## src/sv/mcpq_pkg.sv

```systemverilog
// ----------------------------------------------------------------------------
// mcpq_pkg: shared types and constants
// Commands, result status codes, cell operations and control states for the
// multi-class max-priority queue.
// ----------------------------------------------------------------------------
`default_nettype none
package mcpq_pkg;

  localparam int CMD_W    = 2;
  localparam int DEPT_W   = 16;
  localparam int ID_W     = 32;
  localparam int INC_W    = 32;
  localparam int STATUS_W = 3;

  // a listing reports at most this many entries
  localparam int MAX_RESULTS = 32;

  localparam logic [CMD_W-1:0] CMD_INSERT = 2'd0;
  localparam logic [CMD_W-1:0] CMD_POP    = 2'd1;
  localparam logic [CMD_W-1:0] CMD_LIST   = 2'd2;

  localparam logic [STATUS_W-1:0] ST_OK     = 3'd0;
  localparam logic [STATUS_W-1:0] ST_DUP    = 3'd1;
  localparam logic [STATUS_W-1:0] ST_FULL   = 3'd2;
  localparam logic [STATUS_W-1:0] ST_EMPTY  = 3'd3;
  localparam logic [STATUS_W-1:0] ST_NODEPT = 3'd4;

  // operation applied to every cell of the chain at once
  typedef enum logic [1:0] {
    OP_HOLD,
    OP_INSERT,
    OP_POP,
    OP_ROTATE
  } cell_op_t;

  typedef enum logic [2:0] {
    S_IDLE,
    S_DUP,
    S_INS,
    S_POP,
    S_LFIND,
    S_LIST
  } state_t;

endpackage
`default_nettype wire

```

## src/sv/mcpq_cell.sv

```systemverilog
// ----------------------------------------------------------------------------
// mcpq_cell: one slot of the sorted entry chain
// Holds one entry (id, income, run tag). Shifts right on insert, left on pop
// and rotate, and flags whether a new entry sorts in front of it.
// ----------------------------------------------------------------------------
`default_nettype none
module mcpq_cell
  import mcpq_pkg::*;
#(
  parameter int RW = 3
) (
  input  wire logic             clk,
  input  wire logic             rst_n,
  input  cell_op_t              op,
  // new entry and duplicate key
  input  wire logic [ID_W-1:0]  new_id,
  input  wire logic [INC_W-1:0] new_inc,
  input  wire logic [RW-1:0]    new_run,
  // left neighbor (toward the head)
  input  wire logic             lft_valid,
  input  wire logic [ID_W-1:0]  lft_id,
  input  wire logic [INC_W-1:0] lft_inc,
  input  wire logic [RW-1:0]    lft_run,
  input  wire logic             lft_ahead,
  // right neighbor (toward the tail)
  input  wire logic             rgt_valid,
  input  wire logic [ID_W-1:0]  rgt_id,
  input  wire logic [INC_W-1:0] rgt_inc,
  input  wire logic [RW-1:0]    rgt_run,
  // held entry
  output logic                  valid,
  output logic [ID_W-1:0]       id,
  output logic [INC_W-1:0]      inc,
  output logic [RW-1:0]         run,
  output logic                  ahead,
  output logic                  id_hit
);

  logic             valid_r, valid_nxt;
  logic [ID_W-1:0]  id_r, id_nxt;
  logic [INC_W-1:0] inc_r, inc_nxt;
  logic [RW-1:0]    run_r, run_nxt;

  // new entry goes in front: empty slot, higher income, or equal income and lower run
  assign ahead  = !valid_r || (new_inc > inc_r) || ((new_inc == inc_r) && (new_run < run_r));
  assign id_hit = valid_r && (id_r == new_id);

  assign valid = valid_r;
  assign id    = id_r;
  assign inc   = inc_r;
  assign run   = run_r;

  // next content
  always_comb begin
    valid_nxt = valid_r;
    id_nxt    = id_r;
    inc_nxt   = inc_r;
    run_nxt   = run_r;
    case (op)
      OP_INSERT: begin
        if (ahead) begin
          if (lft_ahead) begin
            valid_nxt = lft_valid;
            id_nxt    = lft_id;
            inc_nxt   = lft_inc;
            run_nxt   = lft_run;
          end else begin
            valid_nxt = 1'b1;
            id_nxt    = new_id;
            inc_nxt   = new_inc;
            run_nxt   = new_run;
          end
        end
      end
      OP_POP, OP_ROTATE: begin
        valid_nxt = rgt_valid;
        id_nxt    = rgt_id;
        inc_nxt   = rgt_inc;
        run_nxt   = rgt_run;
      end
      default: begin
      end
    endcase
  end

  always_ff @(posedge clk) begin
    if (!rst_n) begin
      valid_r <= 1'b0;
    end else begin
      valid_r <= valid_nxt;
    end
    id_r  <= id_nxt;
    inc_r <= inc_nxt;
    run_r <= run_nxt;
  end

endmodule
`default_nettype wire

```

## config.mk

```make
export PLATFORM = sky130hd
export DESIGN_NAME = mcpq_cell
export DESIGN_NICKNAME = d
export VERILOG_FILES = /design/src/sv/mcpq_pkg.sv /design/src/sv/mcpq_cell.sv
export SDC_FILE = /design/constraint.sdc
export NUM_CORES = 1
export LEC_CHECK = 0
export BUFFER_PORTS_ARGS = -buffer_cell sky130_fd_sc_hd__buf_2
export CAP_MARGIN = 20
export CORE_ASPECT_RATIO = 2
export CORE_MARGIN = 4
export CORE_UTILIZATION = 44
export CTS_CLUSTER_SIZE = 20
export DETAILED_ROUTE_END_ITERATION = 10
export PLACE_DENSITY_LB_ADDON = 0.25
export SETUP_SLACK_MARGIN = 0.5
export SKIP_CTS_REPAIR_TIMING = 1
export SLEW_MARGIN = 15
export SYNTH_ARGS = -nofsm -noshare
export SYNTH_HDL_FRONTEND = slang
export SYNTH_SLANG_ARGS = --single-unit
```

## constraint.sdc

```tcl
create_clock -name clk -period 7.52 [get_ports clk]
set_input_delay 1.504 -clock clk [delete_from_list [all_inputs] [get_ports clk]]
set_output_delay 1.504 -clock clk [all_outputs]
set_load 0.01 [all_outputs]
```

# After elaboration in Yosys (flattened, before gate mapping)
# Index checks and enable logic that the tools add are counted.
[totals]
ff_bits = 68
in_bits = 208
out_inout_bits = 70
wordCells = 32
[op_classes]
n_lt_le_gt_ge = 2
eq_ne = 6
muxes = 12
n_reduce_logical = 8
[ops]
columns = ["cell", "n"]
rows = [
  ["$mux W32", 4],
  ["$pmux W32 S2", 2],
  ["$eq A32 B32 Y1", 2],
  ["$gt A32 B32 Y1", 1],
  ["$mux W3", 2],
  ["$pmux W3 S2", 1],
  ["$eq A2 B2 Y1 const B", 2],
  ["$lt A3 B3 Y1", 1],
  ["$eq A2 B1 Y1 const B", 1],
  ["$logic_and A1 B1 Y1", 2],
  ["$logic_or A1 B1 Y1", 2],
  ["$mux W1", 2],
  ["$ne A2 B2 Y1 const B", 1],
  ["$pmux W1 S2", 1],
  ["$reduce_and A2 Y1", 1],
  ["$reduce_bool A2 Y1", 1],
  ["$reduce_or A2 Y1", 1],
  ["$logic_not A1 Y1", 1],
]

# Depth between registers and ports, before layout
[logic_depth]
ltp_word = 5
mapped_depth = 8
ltp_nobuf = 8

# Least setup slack after synthesis
# OpenSTA, ideal clock, no wires.
[synth_timing]
path_kind = "input port to flip-flop"
start = "input port new_inc[30]"
end = "register id_r[0], in the netlist id[0] (enable)"
arrival_time_ns = 5.449
required_time_ns = 7.028
path_slack_ns = 1.579
path_stages = 7
cell_sequence = "ha_1 -> nand4_2 -> nor4_2 -> nand4_1 -> a31oi_1 -> nor3_1 -> nor2_1"
[synth_between]
elab_chain_len = 5
[synth_lines]
columns = ["item", "line", "source"]
rows = [
  ["from (decl)", "mcpq_cell.sv:17", "input wire logic [INC_W-1:0] new_inc,"],
  ["$gt A32 B32 Y1 or $eq A32 B32 Y1 (tied branches)", "mcpq_cell.sv:45", "assign ahead = !valid_r || (new_inc > inc_r) || ((new_inc == inc_r) && (new_run < run_r));"],
  ["$logic_or A1 B1 Y1 or $logic_and A1 B1 Y1 (tied branches)", "mcpq_cell.sv:45", ""],
  ["$logic_or A1 B1 Y1 *", "mcpq_cell.sv:45", ""],
  ["$ne A2 B2 Y1 (no line) *", "n/a", ""],
  ["$reduce_and A2 Y1 (no line) *", "n/a", ""],
  ["to (signal assigned)", "mcpq_cell.sv:92", "id_r <= id_nxt;"],
  ["to (decl)", "mcpq_cell.sv:40", "logic [ID_W-1:0] id_r, id_nxt;"],
]
# Mark *: on every way between the ends. The rest lies on a longest branch, timed or not.
# A chain may end at the register's enable or synchronous reset.

# Final worst setup path
[layout_timing]
start = "input port new_inc[30]"
end = "output port ahead"
[layout_between]
elab_chain_len = 3
[layout_lines]
columns = ["item", "line", "source"]
rows = [
  ["$gt A32 B32 Y1 or $eq A32 B32 Y1 (tied branches)", "mcpq_cell.sv:45", ""],
  ["$logic_or A1 B1 Y1 or $logic_and A1 B1 Y1 (tied branches)", "mcpq_cell.sv:45", ""],
  ["$logic_or A1 B1 Y1 *", "mcpq_cell.sv:45", ""],
  ["to (decl)", "mcpq_cell.sv:35", "output logic ahead,"],
]
# Marked as above.

==> impl_metrics.json <==
{
  "cap_viol_max_count": 0,
  "required_ns": 6.02,
  "syn-cell-area_sq_mm": 0.00466,
  "die_w_um": 80.8,
  "initial_core_util": 0.456,
  "dp_slack_ns": 2.44,
  "numClockSinks": 68,
  "endpoint_kind": "output pin",
  "antenna_found_initial": 0,
  "firstDrtPassIters": 5,
  "clkPwrFrac": 0.370,
  "cts_root_buffer": "clkbuf_16",
  "route.detailed.drc": 0,
  "outcome": "finished clean",
  "combPwrFrac": 0.241,
  "grt.total_usage": 0.235,
  "clk_latency_ns": 0.33,
  "finalSetupViolations": 0,
  "routedWlPerCell_um": 16.8,
  "worstReg2RegStart": "inc[14]$_DFFE_PP_",
  "sw_frac_of_total": 0.268,
  "via_per_inst": 5.19,
  "grt-ovfl-total": 0,
  "dp_hpwl_um": 11900,
  "grt_pass1_vias": 4777,
  "synth_cell_type_count": 34,
  "core_sq_mm": 0.0102,
  "die_y_um": 154,
  "place.gp.congestion": 0.842,
  "ir_drop_uv": 148,
  "ys_seq_area_frac": 0.436,
  "vias": 4543,
  "seq_area_sq_mm": 0.00203,
  "leakage_uw": 0.00325,
  "final_cell_mix": "buf_2 (275), nand2_1 (78), o21ai_0 (73), mux2i_1 (67), edfxtp_1 (67)",
  "area_growth_pct": 40.1,
  "cp.arrival_ns": 3.59,
  "diodes": 0,
  "synthCells": 468,
  "p_per_area_mw_per_mm2": 195,
  "ant_nets": 0,
  "ys_ff_latch": 68,
  "dr.max_layer_used": "met4",
  "intPower_uw": 933,
  "path_class": "in -> out",
  "synth_warnings": 0,
  "dieArea_sq_mm": 0.0124,
  "ios": 278,
  "layout_commonest_cell": "buf_2",
  "tns_ns": 0,
  "slew_viol_final": 0,
  "min_period_over_period": 0.677,
  "slew_headroom": 0.363,
  "wl_met2_um": 7980,
  "path_max_fanout": 3,
  "synth_fp_nets": 710,
  "layout_setup_ws_ns": 2.43,
  "row_count": 52,
  "hold_path_startpoint": "valid$_SDFFE_PN0P_",
  "drive_gt1_frac": 0.404,
  "rsz0062_at_grt": "false",
  "p_seq_frac": 0.389,
  "max_clock_freq_mhz": 196,
  "wirelength_um": 14800,
  "power_uw": 1270,
  "start_kind": "primary input",
  "fillers": 875,
  "num-nets-final": 978,
  "hold_path_class": "reg -> reg",
  "switchingPower_uw": 342,
  "cts_buffers": 9,
  "fin_skew_ns": 0.0122,
  "multi_input_comb_area_sq_mm": 0.00242,
  "wl_met1_um": 4950,
  "grt_max_degree": 140,
  "hold_viol": 0,
  "clock_path_buffers": 2,
  "htree_levels": 3,
  "wl_met3_um": 1140,
  "io_buffers": 277,
  "avgSynthCellArea_sq_um": 9.96,
  "post-route-min-period_ns": 5.09,
  "grt_pass1_wl_um": 22400,
  "drt_iter0_drc": 194,
  "crit_start": "new_inc[30]",
  "cts_tree": "done",
  "clkTransAtPathRegs_ns": 0.05,
  "worst-slew-pin-transition_ns": 0.953
}
-- final cells by class --
| type | instances | area share |
|---|---|---|
| clock inverter | 6 | 0.0157 |
| inverter | 34 | 0.0195 |
| tap | 135 | 0.0259 |
| sequential | 68 | 0.311 |
| multi-input combinational | 343 | 0.370 |
| timing repair buffer | 280 | 0.223 |
| clock buffer | 10 | 0.0351 |
-- logic make-up after synthesis --
kind of cell,Yosys count,share of synthesized area
flops,68,0.436
simple gates,114,0.112
mux,67,0.144
buf+inv,57,0.0470
xor+xnor,32,0.0602
fa+ha+maj,34,0.0913
compound gates,96,0.110
-- per-stage QoR --
stage	hold WS (ns)	instances	cell area, sq um	utilization
floorplan	0.684	468	4660	-
global placement	0.752	858	6140	0.601
detailed placement	0.766	858	6140	0.601
CTS	0.782	874	6470	0.634
global route	0.808	876	6530	0.639
finish	0.775	876	6530	0.639
-- path summary, 6_finish.rpt --
path	depth (start not counted)	endpoint	slack, ns
setup / recovery	9	ahead	2.43
hold / removal	3	valid$_SDFFE_PN0P_	0.78
setup reg to reg	9	id[1]$_DFFE_PP_	4.02
hold reg to reg	3	valid$_SDFFE_PN0P_	0.78
-- flip-flops by register name, indices dropped and copies added, names as in the netlist --
signal	count
inc	32
id	32
run	3
valid	1
-- synthesized netlist by cell type --
cell type | instances | area (sq um)
a211oi_1 | 1 | 7.51
a21o_1 | 1 | 7.51
a21o_2 | 1 | 8.76
a21oi_1 | 12 | 60.1
a221o_1 | 1 | 10.0
a221oi_1 | 2 | 17.5
a31oi_1 | 1 | 6.26
and2_2 | 1 | 7.51
buf_1 | 2 | 7.51
buf_2 | 4 | 20.0
clkbuf_1 | 17 | 63.8
dfxtp_1 | 1 | 20.0
edfxtp_1 | 67 | 2010
ha_1 | 34 | 425
inv_1 | 34 | 128
mux2i_1 | 67 | 671
nand2_1 | 78 | 293
nand2b_1 | 6 | 37.5
nand3_1 | 3 | 15.0
nand4_1 | 12 | 75.1
nand4_2 | 1 | 12.5
nor2_1 | 5 | 18.8
nor3_1 | 1 | 5.00
nor4_1 | 4 | 25.0
nor4_2 | 1 | 12.5
o211a_1 | 1 | 10.0
o211ai_1 | 1 | 7.51
o21ai_0 | 73 | 365
o21ai_1 | 1 | 5.00
o22ai_1 | 1 | 6.26
or3b_2 | 1 | 8.76
or4b_1 | 1 | 10.0
xnor2_1 | 28 | 245
xor2_1 | 4 | 35.0
-- worst max-delay path, cell delays in order --
cell	delay (ns)
buf_2	0.11
ha_1	0.33
nand4_2	0.15
nor4_2	0.35
nand4_1	0.20
or4b_1	0.57
o21ai_1	0.14
nand2_1	0.07
buf_2	0.15
-- power by group through the flow --
stage / clock [uW] / sequential [uW] / combinational, uW
3_5_place_dp: 0 / 503 / 305
2_1_floorplan: 0 / 522 / 139
5_1_grt: 500 / 500 / 341
4_1_cts: 482 / 496 / 308
6_report: 472 / 496 / 307
3_3_place_gp: 0 / 501 / 297
-- metal layers --
layer | GRT usage | vias to the layer above
met2 | 0.438 | 231
met3 | 0.0486 | 49
met5 | 0 | -
met4 | 0.131 | 0
li1 | - | 2213
met1 | 0.231 | 2050
(Power assumes the default switching activity.)
